===== config.mk =====
export PLATFORM = sky130hd
export DESIGN_NAME = tkqs_cell
export DESIGN_NICKNAME = d
export VERILOG_FILES = /design/src/sv/tkqs_pkg.sv /design/src/sv/tkqs_cell.sv
export SDC_FILE = /design/constraint.sdc
export NUM_CORES = 1
export LEC_CHECK = 0
export ABC_AREA = 0
export BUFFER_PORTS_ARGS = -buffer_cell sky130_fd_sc_hd__buf_4
export CAP_MARGIN = 10
export CORE_MARGIN = 2
export CORE_UTILIZATION = 39
export CTS_BUF_LIST = sky130_fd_sc_hd__clkbuf_4 sky130_fd_sc_hd__clkbuf_8
export DETAILED_ROUTE_END_ITERATION = 7
export HOLD_SLACK_MARGIN = 0.1
export PLACE_DENSITY = 0.7
export SYNTH_ARGS = -nofsm -noshare
export SYNTH_HDL_FRONTEND = slang
export SYNTH_SLANG_ARGS = --single-unit

===== constraint.sdc =====
create_clock -name i_clk -period 7.99 [get_ports i_clk]
set_clock_uncertainty 0.1 [all_clocks]
set_input_delay 0.799 -clock i_clk [delete_from_list [all_inputs] [get_ports i_clk]]
set_output_delay 0.799 -clock i_clk [all_outputs]
set_load 0.02 [all_outputs]

===== src/sv/tkqs_pkg.sv =====
package tkqs_pkg;

    // store geometry
    localparam int MAX_KEEP = 16;
    localparam int SLOT_W   = (MAX_KEEP > 1) ? $clog2(MAX_KEEP) : 1;
    localparam int CNT_W    = $clog2(MAX_KEEP + 1);

    // field widths
    localparam int POS_W   = 32;
    localparam int QUAL_W  = 16;
    localparam int AGE_W   = 16;
    localparam int KEEP_W  = 5;
    localparam int TOL_W   = 15;

    // configuration port
    localparam int CFG_IDX_W  = 1;
    localparam int CFG_DATA_W = TOL_W;

    localparam logic [CFG_IDX_W-1:0] REG_KEEP_COUNT     = 1'b0;
    localparam logic [CFG_IDX_W-1:0] REG_NEAR_TOLERANCE = 1'b1;

    localparam logic [KEEP_W-1:0] KEEP_RESET = 5'd16;
    localparam logic [TOL_W-1:0]  TOL_RESET  = 15'd492;

    typedef logic [SLOT_W-1:0] t_slot;
    typedef logic [CNT_W-1:0]  t_cnt;

    typedef struct packed {
        logic [POS_W-1:0]         loop_start;
        logic [POS_W-1:0]         loop_end;
        logic signed [QUAL_W-1:0] quality;
        logic                     set_last;
    } t_in_item;

    typedef struct packed {
        logic [POS_W-1:0]         kept_start;
        logic [POS_W-1:0]         kept_end;
        logic signed [QUAL_W-1:0] kept_quality;
        logic                     final_result;
    } t_out_item;

    // entry summary that circulates around the ring of cells
    typedef struct packed {
        logic                     valid;
        logic signed [QUAL_W-1:0] quality;
        logic [POS_W-1:0]         len;
        logic [AGE_W-1:0]         age;
        t_slot                    slot;
    } t_ring;

    typedef enum logic [1:0] {
        MODE_MIN   = 2'd0,
        MODE_WORST = 2'd1,
        MODE_RANK  = 2'd2
    } t_scan_mode;

    // control broadcast from the sequencer to every cell
    typedef struct packed {
        logic       load;
        logic       shift;
        t_scan_mode mode;
        logic       put;
        logic       append;
        logic       aging;
        t_cnt       count;
        t_slot      pick_rank;
    } t_cell_cmd;

endpackage


===== src/sv/tkqs_cell.sv =====
module tkqs_cell (
    input  logic                                   i_clk,
    input  tkqs_pkg::t_cell_cmd                    i_cmd,
    input  logic [tkqs_pkg::POS_W-1:0]             i_start,
    input  logic [tkqs_pkg::POS_W-1:0]             i_end,
    input  logic signed [tkqs_pkg::QUAL_W-1:0]     i_quality,
    input  logic [tkqs_pkg::TOL_W-1:0]             i_tol,
    input  tkqs_pkg::t_slot                        i_slot,
    input  tkqs_pkg::t_ring                        i_ring,
    output tkqs_pkg::t_ring                        o_ring,
    output logic                                   o_evict,
    output logic                                   o_pick,
    output tkqs_pkg::t_out_item                    o_entry
);

    // a ranks before b in the output order
    function automatic logic ranks_before(tkqs_pkg::t_ring a, tkqs_pkg::t_ring b);
        logic res;
        if (a.quality != b.quality) begin
            res = $signed(a.quality) > $signed(b.quality);
        end else if (a.len != b.len) begin
            res = a.len > b.len;
        end else if (a.age != b.age) begin
            res = a.age > b.age;
        end else begin
            res = a.slot < b.slot;
        end
        return res;
    endfunction

    // a is a better eviction victim than b: shorter, then older, then lower slot
    function automatic logic evicts_before(tkqs_pkg::t_ring a, tkqs_pkg::t_ring b);
        logic res;
        if (a.len != b.len) begin
            res = a.len < b.len;
        end else if (a.age != b.age) begin
            res = a.age > b.age;
        end else begin
            res = a.slot < b.slot;
        end
        return res;
    endfunction

    // quality lies within the tolerance band above the minimum
    function automatic logic is_near(logic signed [tkqs_pkg::QUAL_W-1:0] q,
                                     logic signed [tkqs_pkg::QUAL_W-1:0] qmin,
                                     logic [tkqs_pkg::TOL_W-1:0]         tol);
        logic signed [tkqs_pkg::QUAL_W:0] d;
        d = $signed({q[tkqs_pkg::QUAL_W-1], q}) - $signed({qmin[tkqs_pkg::QUAL_W-1], qmin});
        return (d == '0) || (d < $signed({2'b00, tol}));
    endfunction

    logic [tkqs_pkg::POS_W-1:0]         r_start;
    logic [tkqs_pkg::POS_W-1:0]         r_end;
    logic [tkqs_pkg::POS_W-1:0]         r_len;
    logic signed [tkqs_pkg::QUAL_W-1:0] r_quality;
    logic [tkqs_pkg::AGE_W-1:0]         r_age;
    tkqs_pkg::t_ring                    r_ring;
    logic signed [tkqs_pkg::QUAL_W-1:0] r_qmin;
    logic                               r_worst;
    tkqs_pkg::t_slot                    r_rank;

    logic            valid;
    logic            we;
    tkqs_pkg::t_ring own;

    // own entry as seen by the ring
    assign valid     = tkqs_pkg::t_cnt'(i_slot) < i_cmd.count;
    assign own.valid   = valid;
    assign own.quality = r_quality;
    assign own.len     = r_len;
    assign own.age     = r_age;
    assign own.slot    = i_slot;

    // write on append into the next free slot, or on eviction of this entry
    assign o_evict = valid && r_worst && (i_quality > r_quality);
    assign we      = i_cmd.put &&
                     (i_cmd.append ? (tkqs_pkg::t_cnt'(i_slot) == i_cmd.count) : o_evict);

    // ring stage and scan accumulators
    always_ff @(posedge i_clk) begin
        if (i_cmd.load) begin
            r_ring <= own;
        end else if (i_cmd.shift) begin
            r_ring <= i_ring;
        end

        unique case (i_cmd.mode)
            tkqs_pkg::MODE_MIN: begin
                if (i_cmd.load) begin
                    r_qmin <= r_quality;
                end else if (i_cmd.shift && r_ring.valid &&
                             ($signed(r_ring.quality) < r_qmin)) begin
                    r_qmin <= r_ring.quality;
                end
            end
            tkqs_pkg::MODE_WORST: begin
                if (i_cmd.load) begin
                    r_worst <= valid && is_near(r_quality, r_qmin, i_tol);
                end else if (i_cmd.shift && r_ring.valid &&
                             is_near(r_ring.quality, r_qmin, i_tol) &&
                             evicts_before(r_ring, own)) begin
                    r_worst <= 1'b0;
                end
            end
            tkqs_pkg::MODE_RANK: begin
                if (i_cmd.load) begin
                    r_rank <= '0;
                end else if (i_cmd.shift && r_ring.valid && ranks_before(r_ring, own)) begin
                    r_rank <= r_rank + 1'b1;
                end
            end
            default: begin
            end
        endcase
    end

    // entry storage and aging
    always_ff @(posedge i_clk) begin
        if (we) begin
            r_start   <= i_start;
            r_end     <= i_end;
            r_len     <= i_end - i_start;
            r_quality <= i_quality;
            r_age     <= '0;
        end else if (i_cmd.aging && valid && (r_age != '1)) begin
            r_age <= r_age + 1'b1;
        end
    end

    assign o_ring = r_ring;
    assign o_pick = valid && (r_rank == i_cmd.pick_rank);

    assign o_entry.kept_start   = r_start;
    assign o_entry.kept_end     = r_end;
    assign o_entry.kept_quality = r_quality;
    assign o_entry.final_result = 1'b0;

endmodule


==> reports/metrics.cfg <==
[final_layout]
area_growth_pct = 28.01
final_layout_size_suffix_gt1_frac = 0.2775
fin_nets = 2042
ff_latch_area_mm2 = 0.006386
nFillCells = 3230
stdcell_count = 2163
multi_input_area_mm2 = 0.006854

[clock_tree]
cts_resized = 0
clockBufferDepth = 3
cts_tree = built
cts_sinks = 218
cts_made_buffers = 41
post-cts-setup-buffers = 0
clock-root-buffer = clkbuf_8
path_clk_slew_ps = 60
insertion_delay_ps = 580
cts_htree_levels = 2
cts.hold.buffers_added = 0

[synthesis]
synth_ff_type = edfxtp_1
synth_edf_count = 202
synth-seq-cells = 218
syn_area_mm2 = 0.01398
syn_nets = 1677
yosysTopAreaCell = edfxtp_1
ys_warn_count = 0
synth_common_cells = edfxtp_1 (202), inv_1 (187), ha_1 (180)
synth.avg_cell_area_um2 = 10.68
yosysMostFrequentCell = edfxtp_1
async_reset_ff_frac = 0
synthCells = 1309
synth_cell_type_count = 67
synth_top_area_share = 0.4337
yosysSeqAreaShare = 0.4567
synth_area_leaders = edfxtp_1 (43%), ha_1 (16%), inv_1 (5.0%)

[placed_design]
gp_congestion = 0.9427
place_hpwl_um = 30930
numPortBuffers = 335
place_ws_ps = 3472
place_inst = 2092

[floorplanning]
die_h_um = 193.4
row_count = 69
dieArea_mm2 = 0.03739
start_util = 0.3941
pin_count = 337
die_w_um = 193.4
coreArea_mm2 = 0.03548

[power_and_ir_drop]
power.density_mw_per_mm2 = 187.8
p_leak_nw = 8.154
worst_ir_drop_vdd_uv = 142.4

[critical_path]
worstSetupStartpointType = flop
cp.required_ps = 8340
path_class = reg -> reg
reg2reg_from = r_quality[0]
end_kind = flop
cp-startpoint = r_quality[0]
cp.arrival_ps = 4840
cp_max_fo = 5

[timing]
slew_viol_final = 0
clock.fmax_ghz = 0.2227
period_needed_ps = 4490
slew_headroom = 0.2670
setup_tns_ps = 0
fin_crit_sh = 0.5620
rsz0062_at_grt = no
finalSetupViolations = 0
fin_ws_ps = 3500
max_slew.worst_pin.slew_ps = 1099
hold_viol = 0

[routing]
wl_met2_um = 19750
routedWlPerCell_um = 18.06
met1_length_um = 15230
drt_iter0_markers = 439
met3_length_um = 2927
ant_nets = 0
firstDrtPassIters = 5
via_per_inst = 5.136
routed.top_layer = met4
drc = 0
vias = 11109
wl_um = 39060

[global_routing]
grt_overflow = 0
grt_pass1_wl_um = 60290
antenna_found_initial = 1
grt_pass1_vias = 11408
track_usage = 0.2042
grt_start_max_net_pins = 85

[flow_run]
maxCapViolCount = 0

[hold_path]
min_from = i_start[29]
min_path_type = in -> reg

[run_status]
status = completed

routing by layer:
layer,vias to the layer above,track usage
li1,5492,-
met1,5228,0.2242
met2,322,0.3663
met3,67,0.06695
met4,0,0.07464
met5,-,0
worst paths after layout:
path | end | slack (ps) | cells after the start
max | r_worst | 3500 | 18
min | r_start[29] | 300 | 1
min reg2reg | r_age[7] | 470 | 3
max reg2reg | r_worst | 3500 | 18
placed cells by master (no fill, tap or decap), types with 22 or more instances in the layout:
cell type	n
a21o_1	36
a21oi_1	61
buf_4	338
clkbuf_8	47
edfxtp_1	202
ha_1	180
inv_1	187
mux2_2	52
nand2_1	64
nand4_1	22
nor2_1	84
nor2b_1	22
o21a_1	27
o21ai_0	84
xnor2_1	55
state kept, by name, indices dropped and copies added (netlist names):
register and flops:
o_ring 69, r_end 32, r_len 32, r_start 32, r_age 16, r_qmin 16
r_quality 16, r_rank 4, r_worst 1
cell type report:
class	count	share of cell area
sequential	218	0.3567
multi-input combinational	888	0.3829
antenna	1	0.0001398
inverter	187	0.03921
timing repair buffer	338	0.1417
clock buffer	59	0.04117
tap	461	0.03222
clock inverter	11	0.005941
per-stage QoR:
stage          area [um^2]    util  hold slack, ps  power (W)
2_1_floorplan        13980       -           400.3   0.001935
3_3_place_gp         17060  0.4807           439.4   0.002219
3_5_place_dp         17060  0.4807           456.3   0.002242
4_1_cts              17900  0.5045           255.6   0.003397
5_1_grt              17900  0.5045           254.9   0.003543
6_report             17900  0.5045           304.8   0.003362
kinds of logic (layout without fill, tap and decap cells):
logic type,after synthesis,in the layout,synth area share
buffers and inverters,203,595,0.05475
AND/OR/NAND/NOR,293,293,0.1037
multiplexers,54,54,0.04330
flip-flops,218,218,0.4567
other,1,2,0.0002682
AO/OA/AOI/OAI,289,289,0.1334
adder cells (fa/ha/maj),183,183,0.1653
XOR/XNOR,68,68,0.04259
worst max-delay path, cell delays in order (launching register included):
cell	delay (ps)
edfxtp_1	440
inv_1	70
ha_1	220
fa_1	410
nor2b_1	170
o211ai_1	130
a221oi_1	350
o21ai_0	270
xnor2_1	280
ha_1	290
a21o_1	190
a21o_1	180
a21o_1	160
a21o_1	170
a21oi_1	120
and3_1	200
nor3_1	60
o311ai_0	320
o311a_1	230
where the power goes:
part	leakage (nW)	internal, W	switching (W)
sequential	2.06	0.00135	0.0000667
combinational	5.65	0.000373	0.000434
clock	0.449	0.000655	0.000487
total	8.15	0.00237	0.000987
(Power assumes the default switching activity.)
